[src/ohfc_pkg.sv]
// Package for the oven heater/fan controller: item types, codes and constants.
package ohfc_pkg;

	// Operation codes of an input item
	localparam logic [1:0] OP_CONTROL = 2'd0;
	localparam logic [1:0] OP_ENCODER = 2'd1;
	localparam logic [1:0] OP_BUTTON  = 2'd2;

	// Configuration register indexes
	typedef enum logic [2:0] {
		REG_EMERGENCY_LIMIT = 3'd0,
		REG_HEATER_BAND     = 3'd1,
		REG_HEATER_DWELL    = 3'd2,
		REG_FAN_DWELL       = 3'd3,
		REG_FAN_ON_DELTA    = 3'd4,
		REG_FAN_OFF_DELTA   = 3'd5,
		REG_TOP_OFFSET      = 3'd6,
		REG_BOTTOM_OFFSET   = 3'd7
	} ohfc_reg_t;

	// Temperature and setpoint limits
	localparam logic [9:0]  TEMP_CLAMP  = 10'd999;
	localparam logic [10:0] TARGET_MAX  = 11'd998;
	localparam logic [10:0] STEP_SIZE   = 11'd2;
	localparam logic [31:0] DEBOUNCE_MS = 32'd500;

	// Reset values of setpoints and configuration
	localparam logic [9:0]  ENCLOSURE_RESET   = 10'd230;
	localparam logic [9:0]  MEAT_RESET        = 10'd190;
	localparam logic [9:0]  EMERGENCY_RESET   = 10'd250;
	localparam logic [5:0]  HEATER_BAND_RESET = 6'd5;
	localparam logic [31:0] HEATER_DWELL_RESET = 32'd10000;
	localparam logic [31:0] FAN_DWELL_RESET   = 32'd60000;
	localparam logic [9:0]  FAN_ON_RESET      = 10'd30;
	localparam logic [9:0]  FAN_OFF_RESET     = 10'd15;
	localparam logic [4:0]  OFFSET_RESET      = 5'd3;

	// Input item
	typedef struct packed {
		logic [1:0]  operation;
		logic [31:0] now_ms;
		logic        switch_on;
		logic [10:0] top_reading;
		logic [10:0] bottom_reading;
		logic [10:0] meat_reading;
		logic        encoder_clk;
		logic        encoder_dt;
		logic        button_level;
	} ohfc_in_t;

	// Result item
	typedef struct packed {
		logic       heater_drive;
		logic       fan_drive;
		logic       error_flag;
		logic [9:0] enclosure_setpoint;
		logic [9:0] meat_setpoint;
		logic       selected_setting;
	} ohfc_out_t;

endpackage

[src/oven_heater_fan_controller.sv]
// Oven heater/fan controller: thermostat with hysteresis, encoder and button handling.
// An accepted item is held in the input register, then moves into the result register.
// Throughput: one item per cycle; the input register and the result register
// decouple the two channels, so a stalled result blocks input only when both are full.
// Reset (arst_n low, asynchronous): channels empty, heater and fan off, error clear,
// stamps zero, setpoints 230/190, configuration registers at their default values.
module oven_heater_fan_controller (
	input  logic               clk,
	input  logic               arst_n,
	input  logic               sample_valid,
	output logic               sample_stall,
	input  ohfc_pkg::ohfc_in_t sample,
	output logic               result_valid,
	input  logic               result_stall,
	output ohfc_pkg::ohfc_out_t result,
	input  logic               cfg_valid,
	output logic               cfg_ready,
	input  logic [2:0]         cfg_index,
	input  logic [31:0]        cfg_data
);
	import ohfc_pkg::*;

	// configuration
	logic [9:0]  emergency_limit_q;
	logic [5:0]  heater_band_q;
	logic [31:0] heater_dwell_q;
	logic [31:0] fan_dwell_q;
	logic [9:0]  fan_on_delta_q;
	logic [9:0]  fan_off_delta_q;
	logic [4:0]  top_offset_q;
	logic [4:0]  bottom_offset_q;

	// controller state
	logic        heater_q, fan_q, error_q, selection_q, prev_clk_q;
	logic [31:0] heater_stamp_q, fan_stamp_q, press_stamp_q;
	logic [9:0]  enclosure_q, meat_q;

	// next state
	logic        heater_d, fan_d, error_d, selection_d, prev_clk_d;
	logic [31:0] heater_stamp_d, fan_stamp_d, press_stamp_d;
	logic [9:0]  enclosure_d, meat_d;

	// input stage
	ohfc_in_t item_s1;
	logic     valid_s1;
	logic     advance;

	// control sample datapath
	logic [11:0] top_sum, bot_sum;
	logic [9:0]  top_t, bot_t, meat_t, diff, enc_eff;
	logic        over_limit, heater_dwell_ok, fan_dwell_ok;
	logic [10:0] top_band;
	logic        encoder_rise;

	function automatic logic [9:0] move_target(input logic [9:0] t, input logic up);
		logic [10:0] sum;
		sum = {1'b0, t} + STEP_SIZE;
		if (up) begin
			move_target = (sum > TARGET_MAX) ? TARGET_MAX[9:0] : sum[9:0];
		end else begin
			move_target = ({1'b0, t} < STEP_SIZE) ? 10'd0 : t - STEP_SIZE[9:0];
		end
	endfunction

	// handshake: input register moves into result register when it is free
	assign advance      = valid_s1 && (!result_valid || !result_stall);
	assign sample_stall = valid_s1 && !advance;
	assign cfg_ready    = 1'b1;

	always_ff @(posedge clk or negedge arst_n) begin
		if (!arst_n) begin
			valid_s1 <= 1'b0;
		end else if (!sample_stall) begin
			valid_s1 <= sample_valid;
		end
	end

	always_ff @(posedge clk) begin
		if (sample_valid && !sample_stall) begin
			item_s1 <= sample;
		end
	end

	// configuration writes
	always_ff @(posedge clk or negedge arst_n) begin
		if (!arst_n) begin
			emergency_limit_q <= EMERGENCY_RESET;
			heater_band_q     <= HEATER_BAND_RESET;
			heater_dwell_q    <= HEATER_DWELL_RESET;
			fan_dwell_q       <= FAN_DWELL_RESET;
			fan_on_delta_q    <= FAN_ON_RESET;
			fan_off_delta_q   <= FAN_OFF_RESET;
			top_offset_q      <= OFFSET_RESET;
			bottom_offset_q   <= OFFSET_RESET;
		end else if (cfg_valid && cfg_ready) begin
			unique case (ohfc_reg_t'(cfg_index))
				REG_EMERGENCY_LIMIT: emergency_limit_q <= cfg_data[9:0];
				REG_HEATER_BAND:     heater_band_q     <= cfg_data[5:0];
				REG_HEATER_DWELL:    heater_dwell_q    <= cfg_data;
				REG_FAN_DWELL:       fan_dwell_q       <= cfg_data;
				REG_FAN_ON_DELTA:    fan_on_delta_q    <= cfg_data[9:0];
				REG_FAN_OFF_DELTA:   fan_off_delta_q   <= cfg_data[9:0];
				REG_TOP_OFFSET:      top_offset_q      <= cfg_data[4:0];
				REG_BOTTOM_OFFSET:   bottom_offset_q   <= cfg_data[4:0];
				default: ;
			endcase
		end
	end

	// corrected and clamped temperatures
	assign top_sum = {1'b0, item_s1.top_reading} + {7'd0, top_offset_q};
	assign bot_sum = {1'b0, item_s1.bottom_reading} + {7'd0, bottom_offset_q};
	assign top_t   = (top_sum > {2'b0, TEMP_CLAMP}) ? TEMP_CLAMP : top_sum[9:0];
	assign bot_t   = (bot_sum > {2'b0, TEMP_CLAMP}) ? TEMP_CLAMP : bot_sum[9:0];
	assign meat_t  = (item_s1.meat_reading > {1'b0, TEMP_CLAMP}) ?
			TEMP_CLAMP : item_s1.meat_reading[9:0];

	assign over_limit = (top_t >= emergency_limit_q) || (bot_t >= emergency_limit_q) ||
			(meat_t >= emergency_limit_q);

	// enclosure setpoint drops to meat setpoint once meat is done
	assign enc_eff  = (meat_t >= meat_q) ? meat_q : enclosure_q;
	assign top_band = {1'b0, top_t} + {5'd0, heater_band_q};
	assign diff     = (top_t >= bot_t) ? top_t - bot_t : bot_t - top_t;

	// dwell checks, modulo 2^32
	assign heater_dwell_ok = (item_s1.now_ms - heater_stamp_q) >= heater_dwell_q;
	assign fan_dwell_ok    = (item_s1.now_ms - fan_stamp_q) >= fan_dwell_q;

	assign encoder_rise = item_s1.encoder_clk && !prev_clk_q;

	// next state for the item in the input register
	always_comb begin
		heater_d       = heater_q;
		fan_d          = fan_q;
		error_d        = error_q;
		selection_d    = selection_q;
		prev_clk_d     = prev_clk_q;
		heater_stamp_d = heater_stamp_q;
		fan_stamp_d    = fan_stamp_q;
		press_stamp_d  = press_stamp_q;
		enclosure_d    = enclosure_q;
		meat_d         = meat_q;
		unique case (item_s1.operation)
			OP_CONTROL: begin
				error_d = (item_s1.switch_on && error_q) || over_limit;
				if (!item_s1.switch_on || error_d) begin
					heater_d = 1'b0;
					fan_d    = 1'b0;
				end else begin
					enclosure_d = enc_eff;
					// heater hysteresis
					if (!heater_q && (top_band < {1'b0, enc_eff}) && heater_dwell_ok) begin
						heater_d       = 1'b1;
						heater_stamp_d = item_s1.now_ms;
					end else if (heater_q && ((top_t >= enc_eff) || (bot_t >= enc_eff)) &&
							heater_dwell_ok) begin
						heater_d       = 1'b0;
						heater_stamp_d = item_s1.now_ms;
					end
					// fan on top-bottom difference
					if (!fan_q && (diff > fan_on_delta_q) && fan_dwell_ok) begin
						fan_d       = 1'b1;
						fan_stamp_d = item_s1.now_ms;
					end else if (fan_q && (diff <= fan_off_delta_q) && fan_dwell_ok) begin
						fan_d       = 1'b0;
						fan_stamp_d = item_s1.now_ms;
					end
				end
			end
			OP_ENCODER: begin
				if (encoder_rise) begin
					if (!selection_q) begin
						enclosure_d = move_target(enclosure_q, !item_s1.encoder_dt);
					end else begin
						meat_d = move_target(meat_q, !item_s1.encoder_dt);
					end
				end
				prev_clk_d = item_s1.encoder_clk;
			end
			OP_BUTTON: begin
				if (!item_s1.button_level &&
						((item_s1.now_ms - press_stamp_q) > DEBOUNCE_MS)) begin
					selection_d   = !selection_q;
					press_stamp_d = item_s1.now_ms;
				end
			end
			default: ;
		endcase
	end

	// state registers
	always_ff @(posedge clk or negedge arst_n) begin
		if (!arst_n) begin
			heater_q       <= 1'b0;
			fan_q          <= 1'b0;
			error_q        <= 1'b0;
			selection_q    <= 1'b0;
			prev_clk_q     <= 1'b1;
			heater_stamp_q <= '0;
			fan_stamp_q    <= '0;
			press_stamp_q  <= '0;
			enclosure_q    <= ENCLOSURE_RESET;
			meat_q         <= MEAT_RESET;
		end else if (advance) begin
			heater_q       <= heater_d;
			fan_q          <= fan_d;
			error_q        <= error_d;
			selection_q    <= selection_d;
			prev_clk_q     <= prev_clk_d;
			heater_stamp_q <= heater_stamp_d;
			fan_stamp_q    <= fan_stamp_d;
			press_stamp_q  <= press_stamp_d;
			enclosure_q    <= enclosure_d;
			meat_q         <= meat_d;
		end
	end

	// result register
	always_ff @(posedge clk or negedge arst_n) begin
		if (!arst_n) begin
			result_valid <= 1'b0;
		end else if (advance) begin
			result_valid <= 1'b1;
		end else if (!result_stall) begin
			result_valid <= 1'b0;
		end
	end

	always_ff @(posedge clk) begin
		if (advance) begin
			result.heater_drive       <= heater_d;
			result.fan_drive          <= fan_d;
			result.error_flag         <= error_d;
			result.enclosure_setpoint <= enclosure_d;
			result.meat_setpoint      <= meat_d;
			result.selected_setting   <= selection_d;
		end
	end

`ifndef SYNTHESIS
	// a latched error keeps heater and fan off
	assert property (@(posedge clk) disable iff (!arst_n)
		error_q |-> (!heater_q && !fan_q))
		else $error("heater or fan on while error latched");

	// setpoints stay within the target range
	assert property (@(posedge clk) disable iff (!arst_n)
		({1'b0, enclosure_q} <= TARGET_MAX) && ({1'b0, meat_q} <= TARGET_MAX))
		else $error("setpoint out of range");

	// a full input register behind a stalled result holds off new input
	assert property (@(posedge clk) disable iff (!arst_n)
		(valid_s1 && result_valid && result_stall) |-> sample_stall)
		else $error("input not stalled while both stages are full");

	// selection changes only on a processed button item
	assert property (@(posedge clk) disable iff (!arst_n)
		!$stable(selection_q) |-> $past(advance && (item_s1.operation == OP_BUTTON)))
		else $error("selection changed without a button item");
`endif

endmodule

[config.mk]
export PLATFORM = sky130hd
export DESIGN_NAME = oven_heater_fan_controller
export DESIGN_NICKNAME = d
export VERILOG_FILES = /design/src/ohfc_pkg.sv /design/src/oven_heater_fan_controller.sv
export SDC_FILE = /design/constraint.sdc
export NUM_CORES = 1
export LEC_CHECK = 0
export BUFFER_PORTS_ARGS = -buffer_cell sky130_fd_sc_hd__buf_4
export CELL_PAD_IN_SITES_DETAIL_PLACEMENT = 1
export CELL_PAD_IN_SITES_GLOBAL_PLACEMENT = 1
export CORE_MARGIN = 3
export CORE_UTILIZATION = 35
export DETAILED_ROUTE_END_ITERATION = 8
export PLACE_DENSITY = 0.62
export SLEW_MARGIN = 20
export SYNTH_ARGS = -nofsm -noshare
export SYNTH_HDL_FRONTEND = slang
export SYNTH_SLANG_ARGS = --single-unit
[constraint.sdc]
create_clock -name clk -period 6.9 [get_ports clk]
set_input_delay 0.69 -clock clk [delete_from_list [all_inputs] [get_ports clk]]
set_output_delay 0.69 -clock clk [all_outputs]
set_load 0.01 [all_outputs]
==> results.md <==
- Flop pwr share: 29.6%
- Fin crit share: 101.1%
- Hold buffer count at cts: 0
- Detail Placement HPWL: 57170 um
- CP max-delay cell: a211o_4
- GRT overflow: 0
- Layout area overhead: 17.85%
- Most frequent cells in the layout: ha_1, inv_1, buf_4
- Hold WC Path Type: in -> async
- Initial DRC Count: 992
- Cell count after synthesis: 2516
- Switch share: 39.33%
- Top FF cell, synth: dfrtp_1
- Sequential share of the synthesized area: 36.45%
- Slew @ Worst Pin: 860.2 ps
- Worst Setup SP: item_s1[14]
- Dpl cell area: 26460 um^2
- Root Driver: clkbuf_16
- Starting Density: 35.50%
- DRT antenna net count: 0
- CP peak stage delay: 430 ps
- CTS tree: done
- Gr usage total: 21.04%
- CP top delay family: compound AO/OA/AOI/OAI gates
- Tot Pwr: 9.207 mW
- Global-route wire length before repair: 118700 um
- Seq cells post-synth: 328
- Unique masters post-synth: 88
- Syn Area/Cell: 9.527 um^2
- Reg2reg start: item_s1[14]
- Layout cells sized above 1: 18.81%
- Crit-path max FO: 6
- CP Class: reg -> reg
- Max VDD drop: 0.0001761 V
- Endpoints failing setup: 31
- Clk buf depth: 3
- Number of global-route vias before repair: 20.79k
- Max Clk Rate: 143.3 MHz
- Pint: 5.586 mW
- Clock power share: 23.8%
- Avg Vias per Cell: 5.392
- WHS: 10.75 ps
- WL final: 75480 um
- Leakage power: 12.67 nW
- Net Switching: 3.622 mW
- Post-Layout Inst Area: 28250 um^2
- Commonest non-fill, non-tap cell in the layout: ha_1
- Largest net degree at the start of global routing: 122
- Outcome: complete, but fails checks
- Max-cap violations: 0
- Core Util, Final: 41.84%
- Critical path buffers and inverters: 3
- Fillcell total: 7665
- Cts bufs inserted: 41
- Post-Syn Area: 23970 um^2
- Die width: 267.7 um
- Die area: 71660 um^2
- Post-synth EDFFs: 95
- Num Clock Sinks: 328
- Rows: 95
- Unrepaired setup endpoints after global routing: yes
- Slew HR: 42.65%
- CP endpoint kind: flip-flop
- Nets@finish: 3122
- DIE HEIGHT: 267.7 um
- Core area: 67510 um^2
- Clk Latency, worst-skew pair: 590 ps
- Worst Skew: 16.49 ps
- Drt pass-1 iters: 7
- Final Non-Filler Cells: 3627
- Fraction of registers with async set/reset: 71.04%
- Post-DR wirelength/cell: 20.81 um
- Final Slew Violations: 0
- Placed Instances: 3535
- Crit path DAT: 7440 ps
- Routed vias: 19.56k
- Pwr/cell area: 325.9 nW/um^2
- Ys Warns: 0
- H-tree depth: 2
- Placer Congestion: 0.9128
- Logic pwr share: 46.6%
- Antenna violations before repair: 1
- Ant diodes: 0
- Buffers on Ports: 136
- Startpoint class of the critical path: flip-flop
- Syn nets: 2917
- Min setup slack post-route: -77.97 ps
- Failing checks: negative setup slack
- CP required: 7360 ps
- Minimum clock period after layout: 6978 ps
- Final hold vios: 0
- DRC Markers: 0
- Ports: 138
- Worst-path clk slew: 60 ps
power groups by stage:
stage	combinational, mW	sequential, mW	clock [mW]
2_1_floorplan	2.89	2.61	0
3_3_place_gp	4.00	2.74	0
3_5_place_dp	4.14	2.76	0
4_1_cts	4.25	2.73	2.27
5_1_grt	4.84	2.78	2.34
6_report	4.29	2.72	2.19
final timing paths:
kind | endpoint | slack, ps | cells past startpoint
hold / removal | bottom_offset_q[4] | 10 | 1
hold reg to reg | fan_stamp_q[26] | 490 | 1
min in group clk | item_s1[57] | 280 | 1
setup reg to reg | fan_stamp_q[4] | -80 | 32
setup / recovery | fan_stamp_q[4] | -80 | 32
max in group asynchronous | press_stamp_q[16] | 5620 | 2
cell usage after synthesis, drive strengths merged, types with 7 or more instances:
master / count / area, um^2
o21bai: 17 / 127.6
dfrtp: 189 / 4730
nand2b: 45 / 281.5
a211oi: 15 / 117.6
a21oi: 172 / 864.6
o21ai: 195 / 975.9
fa: 8 / 160.2
or3: 9 / 56.30
o211ai: 14 / 105.1
nand4b: 9 / 78.83
a21boi: 8 / 60.06
inv: 260 / 975.9
and4: 7 / 61.31
nand4: 29 / 181.4
buf: 18 / 108.9
o22ai: 9 / 56.30
xor2: 32 / 280.3
o21a: 33 / 247.7
nor2: 142 / 535.5
nor3b: 7 / 57.55
nand2: 164 / 615.6
a21o: 75 / 563.0
nor4: 12 / 81.33
ha: 282 / 3528
dfstp: 44 / 1156
a31o: 8 / 70.07
nand3: 64 / 320.3
and3: 21 / 131.4
a31oi: 15 / 93.84
nor2b: 37 / 231.5
a22o: 7 / 61.31
mux2: 157 / 1873
and2: 13 / 81.33
o31ai: 11 / 82.58
nor3: 33 / 165.2
clkbuf: 54 / 202.7
edfxtp: 95 / 2853
mux2i: 23 / 230.2
xnor2: 67 / 586.8
or2: 13 / 81.33
through the flow:
stage	setup slack, ps	setup TNS, ps
5_1_grt	-360.9	-11280
3_5_place_dp	-200.0	-7191
2_1_floorplan	80.66	0
6_report	-77.97	-1363
4_1_cts	-7.799	-41.08
3_3_place_gp	-100.8	-2677
per-layer routing:
metal / wire, um / up-vias / global-route usage (%) / share of wire [%]
met3: 2183 / 116 / 2.196 / 2.9
met4: 2538 / 0 / 7.015 / 3.4
li1: - / 9443 / - / -
met1: 32880 / 9698 / 26.34 / 44
met2: 37880 / 299 / 37.84 / 50
met5: 0 / - / 0 / 0
kinds of logic after synthesis:
group                      count (synthesis)  synth area share (%)
adders and majority gates                294                 15.56
AOI/OAI and AO/OA                        659                 17.31
muxes                                    180                 8.774
buffers and inverters                    335                 5.418
DFF                                      328                 36.45
other                                      1               0.01564
and+or+nand+nor                          620                 12.85
xor gates and xnor gates                  99                 3.617
flip-flops by register name (all words and copies together), names as in the netlist, 24 cells and up:
name,cells
item_s1,71
result,24
fan_dwell_q,32
heater_stamp_q,32
press_stamp_q,32
heater_dwell_q,32
fan_stamp_q,32
area by class of cell:
| class | count | area, um^2 | share of cell area [%] |
|---|---|---|---|
| multi-input cells | 1853 | 14200 | 50.25 |
| flip-flops and latches | 328 | 8738 | 30.93 |
| repair buffers | 234 | 1894 | 6.706 |
| clock buffers | 54 | 1126 | 3.986 |
| well taps | 873 | 1092 | 3.867 |
| inverters | 263 | 987.2 | 3.495 |
| clock inverters | 22 | 215.2 | 0.7618 |
worst reg2reg max path: cells and delay by family (launching register included):
kind                       cells  cell delay (ps)
muxes                          2              630
adders and majority gates      6             1550
xor gates and xnor gates       1              160
and+or+nand+nor                7              880
AOI/OAI and AO/OA             13             2910
buffers and inverters          3              350
DFF                            1              420
repair_timing:
| action | 4_1_cts | 5_1_grt |
|---|---|---|
| cloned | 2 | 1 |
| endpoints found under the setup margin | 63 | 66 |
| setup buffers | 7 | 5 |
| pin swaps | 24 | 17 |
| resized for setup | 37 | 23 |
No activity file was read; power rests on OpenSTA's default activity.
